### src/rtl/core/dq_pkg.sv
// Shared constants, codes and control types for the double-ended queue.
package dq_pkg;

  localparam int DEPTH  = 16;
  localparam int DATA_W = 32;
  localparam int PTR_W  = $clog2(DEPTH);
  localparam int CNT_W  = $clog2(DEPTH + 1);
  localparam int SUM_W  = CNT_W + 1;
  localparam int CMD_W  = 3;
  localparam int STAT_W = 2;
  localparam int OCC_W  = 5;

  typedef enum logic [CMD_W-1:0] {
    CMD_PUSH_FRONT = 3'd0,
    CMD_PUSH_REAR  = 3'd1,
    CMD_POP_FRONT  = 3'd2,
    CMD_POP_REAR   = 3'd3,
    CMD_PEEK_FRONT = 3'd4,
    CMD_PEEK_REAR  = 3'd5
  } cmd_e;

  typedef enum logic [STAT_W-1:0] {
    STAT_OK    = 2'd0,
    STAT_EMPTY = 2'd1,
    STAT_FULL  = 2'd2
  } stat_e;

  typedef enum logic [1:0] {
    S_IDLE,
    S_EXEC,
    S_RESP
  } state_t;

  // controller to datapath
  typedef struct packed {
    logic load_in;
    logic exec;
    logic load_out;
  } dq_ctl_t;

  // datapath to controller
  typedef struct packed {
    logic out_held;
  } dq_sts_t;

endpackage

### src/rtl/core/dq_ram.sv
// Generic simple dual-port RAM with registered read.
module dq_ram #(
  parameter int WIDTH = 32,
  parameter int DEPTH = 16
) (
  input  logic                     clk,
  input  logic                     we,
  input  logic [$clog2(DEPTH)-1:0] waddr,
  input  logic [WIDTH-1:0]         wdata,
  input  logic                     re,
  input  logic [$clog2(DEPTH)-1:0] raddr,
  output logic [WIDTH-1:0]         rdata
);

  logic [WIDTH-1:0] mem [DEPTH];

  always_ff @(posedge clk) begin
    if (we) begin
      mem[waddr] <= wdata;
    end
    if (re) begin
      rdata <= mem[raddr];
    end
  end

endmodule

### src/rtl/core/dq_ctrl.sv
// Sequencing state machine: accept, execute, respond.
module dq_ctrl
  import dq_pkg::*;
(
  input  logic    clk,
  input  logic    rst,
  input  logic    in_valid,
  input  logic    out_stall,
  input  dq_sts_t sts,
  output logic    in_stall,
  output dq_ctl_t ctl
);

  state_t state, state_next;

  always_ff @(posedge clk) begin
    if (rst) begin
      state <= S_IDLE;
    end else begin
      state <= state_next;
    end
  end

  always_comb begin
    state_next   = state;
    in_stall     = 1'b1;
    ctl          = '0;
    unique case (state)
      S_IDLE: begin
        in_stall = 1'b0;
        if (in_valid) begin
          ctl.load_in = 1'b1;
          state_next  = S_EXEC;
        end
      end
      S_EXEC: begin
        ctl.exec   = 1'b1;
        state_next = S_RESP;
      end
      S_RESP: begin
        // hold until the output register is free or its transfer completes now
        if (!sts.out_held || !out_stall) begin
          ctl.load_out = 1'b1;
          state_next   = S_IDLE;
        end
      end
      default: state_next = S_IDLE;
    endcase
  end

endmodule

### src/rtl/core/dq_dp.sv
// Ring pointers, entry count, entry store and output register.
module dq_dp
  import dq_pkg::*;
(
  input  logic                     clk,
  input  logic                     rst,
  input  dq_ctl_t                  ctl,
  input  logic [CMD_W-1:0]         command,
  input  logic signed [DATA_W-1:0] value,
  input  logic                     out_stall,
  output dq_sts_t                  sts,
  output logic                     out_valid,
  output logic signed [DATA_W-1:0] data,
  output logic [STAT_W-1:0]        status,
  output logic [OCC_W-1:0]         occupancy
);

  cmd_e              cmd_q;
  logic [DATA_W-1:0] val_q;
  logic [PTR_W-1:0]  head, head_next;
  logic [CNT_W-1:0]  count, count_next;
  stat_e             stat_q, stat_next;
  logic              use_ram, use_ram_next;

  logic              full, empty;
  logic [SUM_W-1:0]  sum, sum_m1;
  logic [PTR_W-1:0]  head_prev, tail_free, tail_last;
  logic              we, re;
  logic [PTR_W-1:0]  waddr, raddr;
  logic [DATA_W-1:0] rdata;

  assign full   = (count == CNT_W'(DEPTH));
  assign empty  = (count == '0);
  assign sum    = SUM_W'(head) + SUM_W'(count);
  assign sum_m1 = sum - SUM_W'(1);

  // both sums stay below twice the depth: one compare and subtract wraps them
  always_comb begin
    logic [SUM_W-1:0] a, b;
    a = (sum >= SUM_W'(DEPTH)) ? sum - SUM_W'(DEPTH) : sum;
    b = (sum_m1 >= SUM_W'(DEPTH)) ? sum_m1 - SUM_W'(DEPTH) : sum_m1;
    tail_free = a[PTR_W-1:0];
    tail_last = b[PTR_W-1:0];
    head_prev = (head == '0) ? PTR_W'(DEPTH - 1) : head - PTR_W'(1);
  end

  always_comb begin
    head_next    = head;
    count_next   = count;
    stat_next    = STAT_OK;
    use_ram_next = 1'b0;
    we           = 1'b0;
    re           = 1'b0;
    waddr        = tail_free;
    raddr        = head;
    unique case (cmd_q)
      CMD_PUSH_FRONT, CMD_PUSH_REAR: begin
        if (full) begin
          stat_next = STAT_FULL;
        end else begin
          we         = ctl.exec;
          count_next = count + CNT_W'(1);
          if (cmd_q == CMD_PUSH_FRONT) begin
            waddr     = head_prev;
            head_next = head_prev;
          end
        end
      end
      CMD_POP_FRONT, CMD_PEEK_FRONT: begin
        if (empty) begin
          stat_next = STAT_EMPTY;
        end else begin
          re           = ctl.exec;
          use_ram_next = 1'b1;
          if (cmd_q == CMD_POP_FRONT) begin
            head_next  = (head == PTR_W'(DEPTH - 1)) ? '0 : head + PTR_W'(1);
            count_next = count - CNT_W'(1);
          end
        end
      end
      CMD_POP_REAR, CMD_PEEK_REAR: begin
        if (empty) begin
          stat_next = STAT_EMPTY;
        end else begin
          re           = ctl.exec;
          use_ram_next = 1'b1;
          raddr        = tail_last;
          if (cmd_q == CMD_POP_REAR) begin
            count_next = count - CNT_W'(1);
          end
        end
      end
      default: ;
    endcase
  end

  dq_ram #(
    .WIDTH(DATA_W),
    .DEPTH(DEPTH)
  ) u_ram (
    .clk  (clk),
    .we   (we),
    .waddr(waddr),
    .wdata(val_q),
    .re   (re),
    .raddr(raddr),
    .rdata(rdata)
  );

  always_ff @(posedge clk) begin
    if (rst) begin
      head      <= '0;
      count     <= '0;
      out_valid <= 1'b0;
    end else begin
      if (ctl.exec) begin
        head  <= head_next;
        count <= count_next;
      end
      if (ctl.load_out) begin
        out_valid <= 1'b1;
      end else if (!out_stall) begin
        out_valid <= 1'b0;
      end
    end
  end

  always_ff @(posedge clk) begin
    if (ctl.load_in) begin
      cmd_q <= cmd_e'(command);
      val_q <= value;
    end
    if (ctl.exec) begin
      stat_q  <= stat_next;
      use_ram <= use_ram_next;
    end
    if (ctl.load_out) begin
      data      <= use_ram ? rdata : '0;
      status    <= stat_q;
      occupancy <= OCC_W'(count);
    end
  end

  assign sts.out_held = out_valid;

endmodule

### src/rtl/core/double_ended_queue.sv
// Top level of the double-ended queue: controller plus datapath.
// A double-ended queue of up to DEPTH (16) signed 32-bit entries, held in a
// ring with a front pointer and a count. Each input transfer carries one
// command (push front, push rear, pop front, pop rear, peek front, peek rear)
// and produces exactly one result transfer with the popped or peeked data,
// a status (ok, empty on pop or peek, full on push) and the occupancy after
// the command. A push into a full queue is dropped; pop or peek on an empty
// queue returns data 0. Unused command codes do nothing and report ok.
// Each command is captured, then executes (pointer update and entry RAM
// access), then responds (the RAM's registered read data goes to the output
// register). A new command is taken only once the last has responded; a
// result waiting in the output register does not block the next command,
// but that command waits to respond until the output register is free.
// Reset clears the pointers and count at once; the entry store needs no
// clearing since only held entries are ever read.
module double_ended_queue
  import dq_pkg::*;
(
  input  logic                     clk,
  input  logic                     rst,
  input  logic                     in_valid,
  output logic                     in_stall,
  input  logic [CMD_W-1:0]         command,
  input  logic signed [DATA_W-1:0] value,
  output logic                     out_valid,
  input  logic                     out_stall,
  output logic signed [DATA_W-1:0] data,
  output logic [STAT_W-1:0]        status,
  output logic [OCC_W-1:0]         occupancy
);

  dq_ctl_t ctl;
  dq_sts_t sts;

  dq_ctrl u_ctrl (
    .clk      (clk),
    .rst      (rst),
    .in_valid (in_valid),
    .out_stall(out_stall),
    .sts      (sts),
    .in_stall (in_stall),
    .ctl      (ctl)
  );

  dq_dp u_dp (
    .clk      (clk),
    .rst      (rst),
    .ctl      (ctl),
    .command  (command),
    .value    (value),
    .out_stall(out_stall),
    .sts      (sts),
    .out_valid(out_valid),
    .data     (data),
    .status   (status),
    .occupancy(occupancy)
  );

endmodule

### config.mk
export PLATFORM = sky130hd
export DESIGN_NAME = double_ended_queue
export DESIGN_NICKNAME = d
export VERILOG_FILES = /design/src/rtl/core/dq_pkg.sv /design/src/rtl/core/dq_ram.sv /design/src/rtl/core/dq_ctrl.sv /design/src/rtl/core/dq_dp.sv /design/src/rtl/core/double_ended_queue.sv
export SDC_FILE = /design/constraint.sdc
export NUM_CORES = 1
export LEC_CHECK = 0
export BUFFER_PORTS_ARGS = -buffer_cell sky130_fd_sc_hd__buf_2
export CAP_MARGIN = 10
export CORE_ASPECT_RATIO = 1.2
export CORE_MARGIN = 4
export CORE_UTILIZATION = 40
export DETAILED_ROUTE_END_ITERATION = 8
export GPL_TIMING_DRIVEN = 0
export MAX_ROUTING_LAYER = met4
export SLEW_MARGIN = 20
export SYNTH_ARGS = -nofsm -noshare
export SYNTH_HDL_FRONTEND = slang
export SYNTH_SLANG_ARGS = --single-unit
export TNS_END_PERCENT = 5
### constraint.sdc
create_clock -name clk -period 8.8 [get_ports clk]
set_input_delay 0.44 -clock clk [delete_from_list [all_inputs] [get_ports clk]]
set_output_delay 0.44 -clock clk [all_outputs]
set_load 0.005 [all_outputs]
# --- Yosys cells after proc, flatten, opt, wreduce, memory -nomap -nowiden ---
# Memories as Yosys holds them, arrays and structs flattened. A register that Yosys moved wholly into a read port is not among the register bits.
# Cells that the tools add are included.
word_totals:
  ramBits: 512
  wordCells: 97
  out_inout_bits: 41
  mem_count: 1
  ff_bits: 89
  inputBits: 39
memory_table:
  columns: ["memory", "depth", "word_bits", "read_ports", "rd_clocked_by_memory_dff", "wr", "line", "rtl"]
  rows:
  - ["u_dp.u_ram.mem", 16, 32, 1, 1, 1, "dq_ram.sv:15", "logic [WIDTH-1:0] mem [DEPTH];"]
op_classes:
  n_reduce_logical: 16
  order_cmp: 2
  n_addsub: 8
  muxes: 41
  eq_ne: 18
ops:
  columns: ["operator", "count"]
  rows:
  - ["4-bit two-way mux", 13]
  - ["5-bit two-way mux", 5]
  - ["1-bit two-way mux", 16]
  - ["5-bit one-hot mux with 3 select lines", 1]
  - ["6-bit by 5-bit greater-or-equal comparator with 1-bit output (second input constant)", 2]
  - ["4-bit by 1-bit subtractor with 4-bit output (second input constant)", 3]
  - ["2-bit by 1-bit inequality test with 1-bit output (second input constant)", 5]
  - ["2-bit inequality test (second input constant)", 4]
  - ["4-bit one-hot mux with 2 select lines", 1]
  - ["7-bit AND reduction", 1]
  - ["4-bit by 5-bit adder with 6-bit output", 1]
  - ["3-bit by 2-bit == test with 1-bit output (second input constant)", 2]
  - ["3-bit == test (second input constant)", 2]
  - ["2-bit two-way mux", 3]
  - ["2-bit one-hot mux with 3 select lines", 1]
  - ["6-bit AND reduction", 1]
  - ["2-bit OR reduction", 3]
  - ["6-bit by 1-bit subtractor with 6-bit output (second input constant)", 1]
  - ["5-bit by 1-bit adder with 5-bit output (second input constant)", 1]
  - ["5-bit == test (second input constant)", 1]
  - ["5-bit logical NOT", 1]
  - ["5-bit by 1-bit subtractor with 5-bit output (second input constant)", 1]
  - ["4-bit by 1-bit adder with 4-bit output (second input constant)", 1]
  - ["4-bit == test (second input constant)", 1]
  - ["other kinds (13)", 14]

# --- Depth between registers and ports, before layout ---
# Gate-level depths: netlist (run 1).
logic_depth:
  ltp_word: 6
  ltp_mapped: 13
  depth_no_buf: 10

# --- Cells and area by module ---
# A second synthesis (run 1) with hierarchy kept.
unflattened:
  hier_cells: 1103
  hier_area_um2: 23926.7
modules_own_cells:
  columns: ["mod", "cells_per_inst", "area_each_um2", "instances", "seq_area_each_um2"]
  rows:
  - ["dq_ram", 838, 20155.6, 1, 16335.7]
  - ["dq_dp", 253, 3662.3, 1, 2512.4]
  - ["dq_ctrl", 12, 108.9, 1, 40.0]

# --- Worst setup path after synthesis (run 1) ---
# Ideal clock, no wire load.
synth_path:
  kind: "register -> register"
  from: "register u_dp.count[0]"
  to: "memory u_dp.u_ram.mem[11][0] (enable)"
  setup_time_ns: 0.421
  synth_period_minus_slack_ns: 3.749
  arrival_time_ns: 3.328
  required_time_ns: 8.379
  stages_incl_launch_ff: 10
  path_buffers: 3
  slack_ns: 5.051
  cell_sequence: "dfxtp_1 > ha_1 > clkbuf_1 > buf_2 > buf_1 > inv_1 > nor2_1 > a21o_1 > nand2_1 > nor2_1"
synth_between:
  elab_chain_len: 6
  elab_cells_between_ends: 12
  classes_between: "add/sub: 2; order compare: 1; eq/ne: 1; mux: 8"
synth_lines:
  columns: ["element", "line", "rtl"]
  rows:
  - ["start: declaration", "dq_dp.sv:21", "logic [CNT_W-1:0] count, count_next;"]
  - ["start signal: assignment", "dq_dp.sv:118", "count <= count_next;"]
  - ["4-bit by 5-bit adder with 6-bit output", "dq_dp.sv:34", "assign sum = SUM_W'(head) + SUM_W'(count);"]
  - ["6-bit by 5-bit greater-or-equal comparator with 1-bit output or 4-bit by 1-bit subtractor with 4-bit output (tied branches)", "dq_dp.sv:40", "a = (sum >= SUM_W'(DEPTH)) ? sum - SUM_W'(DEPTH) : sum;"]
  - ["4-bit two-way mux", "dq_dp.sv:40", null]
  - ["4-bit two-way mux", "dq_dp.sv:63", "if (cmd_q == CMD_PUSH_FRONT) begin"]
  - ["4-bit two-way mux", "dq_dp.sv:58", "if (full) begin"]
  - ["4-bit two-way mux", "dq_dp.sv:56", "unique case (cmd_q)"]
  - ["end: declaration", "dq_ram.sv:15", null]
# Parallel ways exist; a longest one is shown, timed or not.

# --- Worst setup path in the final report (run 1) ---
layout_path:
  from: "register u_dp.count[0]"
  to: "register u_dp.u_ram.rdata[17] (read register of u_dp.u_ram.mem) (data pin)"
layout_between:
  elab_chain_len: 6
  elab_cells_between_ends: 10
  classes_between: "add/sub: 3; order compare: 1; mux: 5; reduce/logical: 1"
layout_lines:
  columns: ["element", "line", "rtl"]
  rows:
  - ["4-bit by 5-bit adder with 6-bit output", "dq_dp.sv:34", null]
  - ["6-bit by 1-bit subtractor with 6-bit output", "dq_dp.sv:35", "assign sum_m1 = sum - SUM_W'(1);"]
  - ["6-bit by 5-bit greater-or-equal comparator with 1-bit output or 4-bit by 1-bit subtractor with 4-bit output (tied branches)", "dq_dp.sv:41", "b = (sum_m1 >= SUM_W'(DEPTH)) ? sum_m1 - SUM_W'(DEPTH) : sum_m1;"]
  - ["4-bit two-way mux", "dq_dp.sv:41", null]
  - ["4-bit two-way mux", "dq_dp.sv:82", "if (empty) begin"]
  - ["4-bit two-way mux", "dq_dp.sv:56", null]
  - ["end: declaration", "dq_ram.sv:12", "output logic [WIDTH-1:0] rdata"]
# Parallel ways exist; a longest one is shown, timed or not.
# A chain may end at the register's enable or synchronous reset.

==> impl_metrics.sql, run 1 <==
INSERT INTO impl_metrics (metric_group, metric, value, unit) VALUES
('outcome', 'outcome', 'completed', ''),
('clock_tree', 'clock_sinks', '633', ''),
('clock_tree', 'post_cts_buffers', '0', ''),
('setup_path', 'crit_path_max_fanout', '10', ''),
('global_routing', 'grt_max_degree', '21', ''),
('logic_synthesis', 'yosys_warnings', '0', ''),
('routing', 'vias_per_cell', '5.51', ''),
('routing', 'routedWlPerCell', '24.9', 'um'),
('logic_synthesis', 'synth_largest_type_area_fraction', '61.8', '%'),
('sta', 'timing.final.setup_violations', '0', ''),
('logic_synthesis', 'synth_seq_cells', '633', ''),
('sta', 'grt_setup_unrepaired', 'no', ''),
('logic_synthesis', 'synth_enable_flop_cells', '621', ''),
('logic_synthesis', 'yosys_most_used_dff', 'sky130_fd_sc_hd__edfxtp_1', ''),
('sta', 'finalCritPeriodShare', '62.7', '%'),
('setup_path', 'startpoint_type', 'flip-flop', ''),
('setup_path', 'required_time_worst_endpoint', '9.28', 'ns'),
('power', 'p_leak', '12.4', 'nW'),
('clock_tree', 'clk_transition_reported_paths', '0.06', 'ns'),
('setup_path', 'cp_slowest_cell', 'sky130_fd_sc_hd__buf_1', ''),
('logic_synthesis', 'post_synth_main_area_contributors', 'sky130_fd_sc_hd__edfxtp_1, sky130_fd_sc_hd__mux2i_1, sky130_fd_sc_hd__o22ai_1', ''),
('layout', 'layout_area_overhead', '16.4', '%'),
('sta', 'tightest_slew', '1.21', 'ns'),
('global_routing', 'first_global_vias', '18451', ''),
('routing', 'detail_route.first_pass.iterations', '7', ''),
('routing', 'routed_wirelength', '79900', 'um'),
('hold_path', 'hp-class', 'input port to flip-flop', ''),
('logic_synthesis', 'netlist-cell-type-count', '47', ''),
('setup_path', 'worst_path_largest_cell_delay', '0.79', 'ns'),
('routing', 'post-route-drc-count', '0', ''),
('layout', 'inserted_diodes', '0', ''),
('clock_tree', 'clock_path_buffers', '3', ''),
('flow_run', 'max_cap_viol_count', '0', ''),
('sta', 'setup_tns', '0', 'ns'),
('setup_path', 'critPathArrivalTime', '5.99', 'ns'),
('routing', 'drt_first_iter_violations', '1009', ''),
('hold_path', 'hp-start', 'value[9]', ''),
('logic_synthesis', 'synthArstFlopShare', '0', '%'),
('logic_synthesis', 'syn_area', '0.0302', 'mm2'),
('floorplanning', 'num_rows', '110', ''),
('floorplanning', 'die_w', '259', 'um'),
('global_routing', 'antenna_found_initial', '0', ''),
('routing', 'detailroute.via_count', '17658', ''),
('placement', 'finalWeightedCongestion', '0.793', ''),
('sta', 'clock.fmax', '181', 'MHz'),
('layout', 'fin_nets', '2197', ''),
('global_routing', 'track_usage', '20.2', '%'),
('power', 'totalPowerFinal', '6.72', 'mW'),
('setup_path', 'timing.critical_path.to_type', 'flip-flop', ''),
('setup_path', 'critPathLaunch', 'u_dp.count[0]$_SDFFE_PP0P_', ''),
('logic_synthesis', 'synth_area_per_cell', '15.6', 'um2'),
('floorplanning', 'core', '0.0749', 'mm2'),
('setup_path', 'r2r-start', 'u_dp.count[0]$_SDFFE_PP0P_', ''),
('sta', 'final_max_slew_viol_count', '0', ''),
('clock_tree', 'cts-buffers-inserted', '67', ''),
('sta', 'timing.final.crit_period', '5.51', 'ns'),
('logic_synthesis', 'post_synth_inst_count', '1935', ''),
('global_routing', 'global_route_wire_length_before_repair', '116000', 'um'),
('floorplanning', 'ios', '80', ''),
('setup_path', 'worstSetupPathType', 'flip-flop to flip-flop', ''),
('logic_synthesis', 'synth_seq_area_share', '62.6', '%'),
('power', 'peakVddDrop', '0.120', 'mV'),
('logic_synthesis', 'post-synth-top-area-cell', 'sky130_fd_sc_hd__edfxtp_1', ''),
('sta', 'hold-worst-slack', '0.0346', 'ns'),
('clock_tree', 'tritoncts', 'built', ''),
('sta', 'hold_violations', '0', ''),
('sta', 'timing.clock.skew', '0.0201', 'ns'),
('clock_tree', 'cts_root_buf', 'sky130_fd_sc_hd__clkbuf_16', ''),
('power', 'pd_cells', '192', 'mW/mm2'),
('logic_synthesis', 'leading_cell_type_by_number_of_instances_after_synthesis', 'sky130_fd_sc_hd__mux2i_1', ''),
('global_routing', 'grt_overflow', '0', '');
-- power by group --
part	internal (mW)	total (mW)	switching [mW]
combinational	0.228	0.528	0.301
sequential	3.35	3.40	0.0493
clock	1.62	2.80	1.18
total	5.20	6.72	1.53
-- routing by layer --
metal,global-route usage [%],up-vias,wire length (um)
met2,34.8,455,40300
met4,8.06,0,2960
met1,24.2,9031,33200
met3,2.54,175,3480
met5,-,-,0
li1,-,7997,-
-- placed cells by master (no fill, tap or decap), types with 22 or more instances in the layout --
cell                            synthesis  final
sky130_fd_sc_hd__mux2i_1              770    770
sky130_fd_sc_hd__edfxtp_1             621    621
sky130_fd_sc_hd__o22ai_1              128    128
sky130_fd_sc_hd__buf_2                 13     92
sky130_fd_sc_hd__nor2_1               104     87
sky130_fd_sc_hd__clkbuf_1              74     81
sky130_fd_sc_hd__clkbuf_16              0     71
sky130_fd_sc_hd__mux2_2                36     36
sky130_fd_sc_hd__dlygate4sd3_1          0     35
sky130_fd_sc_hd__and2_1                32     32
sky130_fd_sc_hd__buf_12                14     22
-- what timing repair did --
action,in CTS,in global routing
hold buffers,35,0
endpoints found under the hold margin,35,0
setup endpoints to repair,0,0
-- critical path, delay by kind of cell, from the launching register on --
| kind | cells | cell delay (ns) |
|---|---|---|
| AOI/OAI and AO/OA | 2 | 0.93 |
| xor gates and xnor gates | 1 | 0.42 |
| adders and majority gates | 2 | 0.56 |
| buffers and inverters | 5 | 2.60 |
| DFF | 1 | 0.40 |
| muxes | 1 | 0.21 |
| and+or+nand+nor | 1 | 0.23 |
-- sequential cells by signal (all words and copies together) (netlist names) --
register,cells
u_ctrl.state,2
u_dp.cmd_q,3
u_dp.count,5
u_dp.data,32
u_dp.head,4
u_dp.occupancy,5
u_dp.out_valid,1
u_dp.stat_q,2
u_dp.status,2
u_dp.u_ram.mem,512
u_dp.u_ram.rdata,32
u_dp.use_ram,1
u_dp.val_q,32
-- through the flow --
stage	area [um2]	utilization, %	setup slack [ns]	cells
final	35100	46.9	3.29	3206
after global routing	35100	46.9	3.16	3206
after CTS	35100	46.9	3.30	3206
after detailed placement	32600	43.5	3.30	3051
after global placement	31800	42.5	1.87	3022
after floorplan	30200	-	5.05	1935
-- kinds of logic after synthesis --
logic type,count (synthesis),synth area share [%]
AO/OA/AOI/OAI,164,3.50
XOR/XNOR,14,0.618
adder cells (fa/ha/maj),11,0.506
buffers and inverters,134,3.10
flip-flops,633,62.6
multiplexers,808,27.1
AND/OR/NAND/NOR,171,2.57
-- cell type report --
type                            instances  area [um2]
Multi-Input combinational cell       1168       10500
Fill cell                            6534       39800
Inverter                               10        37.5
Clock buffer                           82        1820
Buffer                                124         903
Sequential cell                       633       18900
Tap cell                             1008        1260
Timing Repair Buffer                  143        1390
Clock inverter                         38         324
-- worst paths after layout --
check / end / slack, ns / cells past startpoint
max: u_dp.u_ram.rdata[17]$_DFFE_PP_ / 3.29 / 12
min: u_dp.val_q[9]$_DFFE_PP_ / 0.03 / 1
max reg2reg: u_dp.u_ram.rdata[17]$_DFFE_PP_ / 3.29 / 12
min reg2reg: u_dp.status[1]$_DFFE_PP_ / 0.41 / 0
Note: power is estimated with default switching activity, not from simulation.
==> run 2, diff against run 1 <==
==> constraint.sdc (replaced) <==
create_clock -name clk -period 4.75 [get_ports clk]
set_input_delay 0.2375 -clock clk [delete_from_list [all_inputs] [get_ports clk]]
set_output_delay 0.2375 -clock clk [all_outputs]
set_load 0.005 [all_outputs]
==> run 2 against run 1 <==
Against the previous run: first-iteration DRC count is 17% higher; fmax grew 18%; die area unchanged; critical path type unchanged; largest cell class unchanged; highest routed layer unchanged.
==> impl_metrics.sql, run 2 (synthesis gave the netlist of run 1 again) <==
INSERT INTO impl_metrics (metric_group, metric, value, unit) VALUES
('routing', 'wl_met3', '3670', 'um'),
('routing', 'top_layer', 'met4', ''),
('global_routing', 'global_route_wire_length_before_repair', '116000', 'um'),
('layout', 'layout.cells.most_common', 'sky130_fd_sc_hd__mux2i_1', ''),
('layout', 'max_flop_register', 'u_dp.u_ram.mem', ''),
('clock_tree', 'clock_sinks', '633', ''),
('clock_tree', 'clk_transition_reported_paths', '0.07', 'ns'),
('layout', 'inserted_diodes', '0', ''),
('layout', 'flip_flop_count_of_the_largest_register_all_copies_and_words_added', '512', ''),
('power', 'pwr-share-clk', '41.5', '%'),
('placement', 'dp_worst_setup_slack', '-0.747', 'ns'),
('routing', 'drt_first_iter_violations', '1181', ''),
('sta', 'clock.fmax', '215', 'MHz'),
('floorplanning', 'die_w', '259', 'um'),
('placement', 'placed_wire_length_estimate', '54900', 'um'),
('routing', 'routed_wirelength', '79900', 'um'),
('flow_run', 'max_cap_viol_count', '0', ''),
('power', 'p_leak', '12.4', 'nW'),
('global_routing', 'antenna_found_initial', '0', ''),
('layout', 'layout_area_overhead', '16.5', '%'),
('sta', 'timing.max_slew.rel_slack', '20.0', '%'),
('sta', 'final_max_slew_viol_count', '0', ''),
('floorplanning', 'core', '0.0749', 'mm2'),
('layout', 'final_area', '0.0351', 'mm2'),
('global_routing', 'grt_overflow', '0', ''),
('setup_path', 'worstSetupPathType', 'flip-flop to flip-flop', ''),
('routing', 'detail_route.first_pass.iterations', '5', ''),
('setup_path', 'crit_path_max_fanout', '19', ''),
('clock_tree', 'tritoncts', 'built', ''),
('power', 'sequential_group_share_of_total_power', '50.6', '%'),
('routing', 'wl_met1', '33000', 'um'),
('sta', 'finalCritPeriodShare', '98.0', '%'),
('routing', 'route.met2.wl', '40300', 'um'),
('power', 'pd_cells', '355', 'mW/mm2'),
('power', 'net-switching-power', '2.82', 'mW'),
('power', 'combPwrFrac', '7.9', '%'),
('placement', 'post_dp_cell_area', '0.0326', 'mm2'),
('placement', 'portBuffers', '79', ''),
('sta', 'timing.final.setup_violations', '0', ''),
('routing', 'post-route-drc-count', '0', ''),
('floorplanning', 'initial_utilization', '40.3', '%'),
('clock_tree', 'cts-buffers-inserted', '67', ''),
('sta', 'timing.clock.skew', '0.0213', 'ns'),
('placement', 'finalWeightedCongestion', '0.793', ''),
('sta', 'grt_setup_unrepaired', 'no', ''),
('global_routing', 'grt_max_degree', '21', ''),
('sta', 'fin_ws', '0.0931', 'ns'),
('global_routing', 'track_usage', '20.2', '%'),
('sta', 'hold_violations', '0', ''),
('floorplanning', 'ios', '80', ''),
('hold_path', 'hp-class', 'input port to flip-flop', ''),
('clock_tree', 'cts_root_buf', 'sky130_fd_sc_hd__clkbuf_16', ''),
('layout', 'share_of_layout_cells_above_drive_strength_1', '14.7', '%'),
('floorplanning', 'floorplan.die_area', '0.0799', 'mm2'),
('sta', 'timing.final.crit_period', '4.66', 'ns'),
('routing', 'routedWlPerCell', '24.9', 'um'),
('power', 'totalPowerFinal', '12.5', 'mW'),
('routing', 'number_of_routed_nets_with_antenna_violations', '0', ''),
('power', 'design_internal_power', '9.63', 'mW'),
('global_routing', 'first_global_vias', '18465', ''),
('clock_tree', 'clock_path_buffers', '3', ''),
('layout', 'final_cells', '3208', ''),
('power', 'peakVddDrop', '0.221', 'mV'),
('clock_tree', 'clock_tree.htree_level_count', '3', ''),
('outcome', 'outcome', 'completed', ''),
('setup_path', 'timing.critical_path.to_type', 'flip-flop', ''),
('clock_tree', 'clkLatencyLatePin', '0.62', 'ns'),
('placement', 'placed_cells_incl_taps', '3051', ''),
('layout', 'fin_nets', '2199', ''),
('floorplanning', 'fp.dieH', '309', 'um'),
('layout', 'mostFrequentLayoutCells', 'sky130_fd_sc_hd__mux2i_1, sky130_fd_sc_hd__edfxtp_1, sky130_fd_sc_hd__o22ai_1', ''),
('routing', 'vias_per_cell', '5.53', ''),
('routing', 'detailroute.via_count', '17745', ''),
('setup_path', 'startpoint_type', 'flip-flop', ''),
('clock_tree', 'post_cts_buffers', '0', ''),
('setup_path', 'required_time_worst_endpoint', '5.23', 'ns'),
('sta', 'tightest_slew', '1.20', 'ns'),
('setup_path', 'critPathArrivalTime', '5.13', 'ns'),
('power', 'sw_frac_of_total', '22.7', '%'),
('floorplanning', 'num_rows', '110', '');
run 2: layer usage:
layer | up-vias | global-route usage [%]
li1 | 7999 | -
met5 | - | -
met1 | 9060 | 24.3
met3 | 171 | 2.50
met4 | 0 | 8.21
met2 | 515 | 34.7
run 2: critical path, stage by stage (launching register included):
cell	delay [ns]
sky130_fd_sc_hd__dfxtp_1	0.40
sky130_fd_sc_hd__ha_1	0.31
sky130_fd_sc_hd__clkbuf_1	0.41
sky130_fd_sc_hd__buf_4	0.53
sky130_fd_sc_hd__inv_1	0.13
sky130_fd_sc_hd__ha_1	0.22
sky130_fd_sc_hd__xor3_1	0.42
sky130_fd_sc_hd__a32oi_2	0.76
sky130_fd_sc_hd__clkbuf_1	0.71
sky130_fd_sc_hd__o22ai_1	0.18
sky130_fd_sc_hd__nor2_1	0.22
sky130_fd_sc_hd__mux2_2	0.20
run 2: what timing repair did:
item,4_1_cts,5_1_grt
gates resized for setup,1,0
hold buffers,38,0
hold endpoints to repair,38,0
endpoints found under the setup margin,32,0
run 2: final timing paths:
| path | to | slack [ns] | from | cells after the start |
|---|---|---|---|---|
| setup / recovery | u_dp.u_ram.rdata[17]$_DFFE_PP_ | 0.09 | u_dp.count[0]$_SDFFE_PP0P_ | 11 |
| hold / removal | u_dp.val_q[10]$_DFFE_PP_ | 0.33 | value[10] | 2 |
| setup reg to reg | u_dp.u_ram.rdata[17]$_DFFE_PP_ | 0.09 | u_dp.count[0]$_SDFFE_PP0P_ | 11 |
| hold reg to reg | u_dp.status[1]$_DFFE_PP_ | 0.41 | u_dp.stat_q[1]$_DFFE_PN_ | 0 |
run 2: layout make-up:
class                           count  area (um2)
Clock inverter                     38         324
Inverter                           10        37.5
Sequential cell                   633       18900
Timing Repair Buffer              146        1420
Buffer                            123         902
Multi-Input combinational cell   1168       10500
Fill cell                        6534       39800
Clock buffer                       82        1820
Tap cell                         1008        1260
run 2: power by group through the flow:
stage	clock (mW)	sequential (mW)	combinational [mW]
floorplan	0	6.38	0.644
global placement	0	6.42	0.924
detailed placement	0	6.42	0.964
CTS	5.29	6.30	0.993
global route	5.50	6.31	1.04
finish	5.17	6.30	0.981
run 2: per-stage QoR:
step | utilization (%) | hold slack [ns] | setup TNS [ns]
6_report | 46.9 | 0.333 | 0
4_1_cts | 46.9 | 0.299 | 0
2_1_floorplan | - | 0.309 | 0
5_1_grt | 46.9 | 0.335 | 0
3_5_place_dp | 43.5 | 0.406 | -14.21
3_3_place_gp | 42.5 | 0.410 | -749.98
==> run 3, diff against run 2 <==
--- a/config.mk
+++ b/config.mk
@@ -9,10 +9,11 @@
 export CAP_MARGIN = 10
 export CORE_ASPECT_RATIO = 1.2
 export CORE_MARGIN = 4
-export CORE_UTILIZATION = 40
+export CORE_UTILIZATION = 47
 export DETAILED_ROUTE_END_ITERATION = 8
 export GPL_TIMING_DRIVEN = 0
 export MAX_ROUTING_LAYER = met4
+export PLACE_DENSITY = 0.65
 export SLEW_MARGIN = 20
 export SYNTH_ARGS = -nofsm -noshare
 export SYNTH_HDL_FRONTEND = slang
==> run 3 against run 2 <==
Against the previous run: register-to-register slack improved by 0.07 ns; sequential power barely moved; clock-buffer cell count rose by 13.
==> impl_metrics.sql, run 3 (synthesis gave the netlist of run 1 again) <==
INSERT INTO impl_metrics (metric_group, metric, value, unit) VALUES
('outcome', 'outcome', 'completed', ''),
('sta', 'tightest_slew', '1.17', 'ns'),
('setup_path', 'critPathTopFamily', 'buffers and inverters', ''),
('floorplanning', 'die_w', '239', 'um'),
('setup_path', 'worstSetupPathType', 'flip-flop to flip-flop', ''),
('routing', 'routedWlPerCell', '26.1', 'um'),
('sta', 'timing.clock.skew', '0.0145', 'ns'),
('routing', 'detail_route.first_pass.iterations', '5', ''),
('clock_tree', 'clk_transition_reported_paths', '0.06', 'ns'),
('clock_tree', 'cts_root_buf', 'sky130_fd_sc_hd__clkbuf_16', ''),
('hold_path', 'hp-start', 'in_valid', ''),
('routing', 'routed_wirelength', '78900', 'um'),
('clock_tree', 'cts-buffers-inserted', '69', ''),
('global_routing', 'first_global_vias', '18535', ''),
('layout', 'flip_flop_count_of_the_largest_register_all_copies_and_words_added', '512', ''),
('global_routing', 'track_usage', '23.6', '%'),
('placement', 'placed_wire_length_estimate', '54000', 'um'),
('floorplanning', 'ios', '80', ''),
('clock_tree', 'clock_tree.htree_level_count', '3', ''),
('hold_path', 'hold_depth', '4', ''),
('sta', 'finalCritPeriodShare', '96.6', '%'),
('routing', 'drt_first_iter_violations', '1184', ''),
('sta', 'timing.final.setup_violations', '0', ''),
('setup_path', 'path_cells', 'ha_1, clkbuf_1, clkbuf_4, inv_1, ha_1, xnor3_1, nor2_1, mux2i_4, clkdlybuf4s15_1, o22ai_1, nor2_1, mux2_2', ''),
('layout', 'layout.cells.most_common', 'sky130_fd_sc_hd__mux2i_1', ''),
('layout', 'multi_input_comb_area', '0.0105', 'mm2'),
('power', 'net-switching-power', '2.82', 'mW'),
('sta', 'fin_ws', '0.160', 'ns'),
('placement', 'dp_worst_setup_slack', '-0.609', 'ns'),
('sta', 'hold_violations', '0', ''),
('routing', 'number_of_routed_nets_with_antenna_violations', '0', ''),
('global_routing', 'grt_overflow', '0', ''),
('sta', 'timing.final.crit_period', '4.59', 'ns'),
('clock_tree', 'clkLatencyLatePin', '0.60', 'ns'),
('clock_tree', 'clock_path_buffers', '3', ''),
('sta', 'clock.fmax', '218', 'MHz'),
('power', 'sequential_group_share_of_total_power', '50.5', '%'),
('power', 'pwr-share-clk', '41.7', '%'),
('sta', 'grt_setup_unrepaired', 'no', ''),
('power', 'design_internal_power', '9.66', 'mW'),
('sta', 'final_max_slew_viol_count', '0', ''),
('layout', 'layout_area_overhead', '15.7', '%'),
('sta', 'timing.max_slew.rel_slack', '21.7', '%'),
('layout', 'fin_nets', '2201', ''),
('floorplanning', 'core', '0.0634', 'mm2'),
('power', 'sw_frac_of_total', '22.6', '%'),
('floorplanning', 'initial_utilization', '47.5', '%'),
('layout', 'max_flop_register', 'u_dp.u_ram.mem', ''),
('floorplanning', 'floorplan.die_area', '0.0683', 'mm2'),
('layout', 'mostFrequentLayoutCells', 'sky130_fd_sc_hd__mux2i_1, sky130_fd_sc_hd__edfxtp_1, sky130_fd_sc_hd__o22ai_1', ''),
('routing', 'vias_per_cell', '5.85', ''),
('global_routing', 'antenna_found_initial', '1', ''),
('floorplanning', 'num_rows', '101', ''),
('power', 'combPwrFrac', '7.8', '%'),
('setup_path', 'startpoint_type', 'flip-flop', ''),
('setup_path', 'crit_path_max_fanout', '19', ''),
('routing', 'detailroute.via_count', '17711', ''),
('global_routing', 'global_route_wire_length_before_repair', '117000', 'um'),
('placement', 'portBuffers', '79', ''),
('sta', 'setup_tns', '0', 'ns'),
('placement', 'finalWeightedCongestion', '0.814', ''),
('power', 'p_leak', '12.4', 'nW'),
('setup_path', 'r2r-start', 'u_dp.count[0]$_SDFFE_PP0P_', ''),
('layout', 'fillerInstances', '5041', ''),
('clock_tree', 'clock_sinks', '633', ''),
('setup_path', 'rrSetupSlack', '0.16', 'ns'),
('clock_tree', 'post_cts_buffers', '0', ''),
('setup_path', 'worst-path-buf-inv', '4', ''),
('setup_path', 'cp_slowest_cell', 'sky130_fd_sc_hd__clkdlybuf4s15_1', ''),
('global_routing', 'grt_max_degree', '20', ''),
('hold_path', 'hp-class', 'input port to flip-flop', ''),
('hold_path', 'min_delay_worst_endpoint', 'u_dp.val_q[30]$_DFFE_PP_', ''),
('layout', 'share_of_layout_cells_above_drive_strength_1', '14.5', '%'),
('setup_path', 'ff2ff_path_depth', '12', ''),
('clock_tree', 'tritoncts', 'built', ''),
('layout', 'register_area', '0.0189', 'mm2'),
('setup_path', 'required_time_worst_endpoint', '5.10', 'ns'),
('setup_path', 'critPathArrivalTime', '4.94', 'ns'),
('setup_path', 'worst_path_largest_cell_delay', '0.68', 'ns'),
('flow_run', 'max_cap_viol_count', '0', ''),
('power', 'peakVddDrop', '0.251', 'mV'),
('power', 'pd_cells', '358', 'mW/mm2'),
('routing', 'post-route-drc-count', '0', ''),
('setup_path', 'rr_endpoint', 'u_dp.u_ram.rdata[26]$_DFFE_PP_', ''),
('setup_path', 'timing.critical_path.to_type', 'flip-flop', ''),
('floorplanning', 'fp.dieH', '285', 'um'),
('layout', 'inserted_diodes', '0', '');
run 3: per-stage QoR:
step | utilization, % | power, mW | area [um2] | std cells | hold slack, ns
2_1_floorplan | - | 7.02 | 30200 | 1935 | 0.309
3_3_place_gp | 49.8 | 7.33 | 31600 | 2838 | 0.412
3_5_place_dp | 51.0 | 7.37 | 32300 | 2867 | 0.410
4_1_cts | 55.0 | 12.6 | 34900 | 3026 | 0.241
5_1_grt | 55.0 | 12.9 | 34900 | 3026 | 0.279
6_report | 55.0 | 12.5 | 34900 | 3026 | 0.250
run 3: timing repair:
action                     4_1_cts  5_1_grt
hold buffers                    38        0
setup endpoints to repair       32       11
gates resized for setup          1        3
hold endpoints to repair        38        0
pin swaps                        0        0
run 3: cell type report:
| class | count | area share, % |
|---|---|---|
| plain buffers | 123 | 2.61 |
| clock buffers | 95 | 5.59 |
| clock inverters | 27 | 0.595 |
| inverters | 10 | 0.108 |
| multi-input cells | 1168 | 30.0 |
| flip-flops and latches | 633 | 54.1 |
| well taps | 824 | 2.95 |
| repair buffers | 146 | 4.01 |
run 3: power groups by stage:
stage               logic [mW]  clock network (mW)  registers (mW)
finish                   0.978                5.20            6.30
CTS                      0.984                5.28            6.30
global placement         0.911                   0            6.42
global route              1.04                5.53            6.31
detailed placement       0.956                   0            6.42
floorplan                0.644                   0            6.38
run 3: worst min-delay path: stages:
cell,delay (ns)
sky130_fd_sc_hd__buf_2,0.09
sky130_fd_sc_hd__inv_1,0.10
sky130_fd_sc_hd__nor2_4,0.07
sky130_fd_sc_hd__buf_12,0.15
run 3: worst max-delay path by stage:
stage | start | to | cells past startpoint
floorplan | u_dp.count[0]$_SDFFE_PP0P_ | u_dp.u_ram.mem[11][0]$_DFFE_PP_ | 9
finish | u_dp.count[0]$_SDFFE_PP0P_ | u_dp.u_ram.rdata[26]$_DFFE_PP_ | 12
CTS | u_dp.count[0]$_SDFFE_PP0P_ | u_dp.u_ram.rdata[9]$_DFFE_PP_ | 11
global route | u_dp.count[0]$_SDFFE_PP0P_ | u_dp.u_ram.rdata[26]$_DFFE_PP_ | 12
global placement | u_dp.cmd_q[1]$_DFFE_PP_ | u_dp.u_ram.rdata[16]$_DFFE_PP_ | 4
detailed placement | u_dp.count[0]$_SDFFE_PP0P_ | u_dp.u_ram.rdata[16]$_DFFE_PP_ | 12
run 3: layer usage:
| layer | GRT usage, % | vias up | part of all wire (%) |
|---|---|---|---|
| met5 | - | - | 0 |
| met3 | 3.37 | 134 | 4.9 |
| li1 | - | 7999 | - |
| met4 | 8.25 | 0 | 3.3 |
| met1 | 28.8 | 9086 | 41 |
| met2 | 40.2 | 492 | 51 |
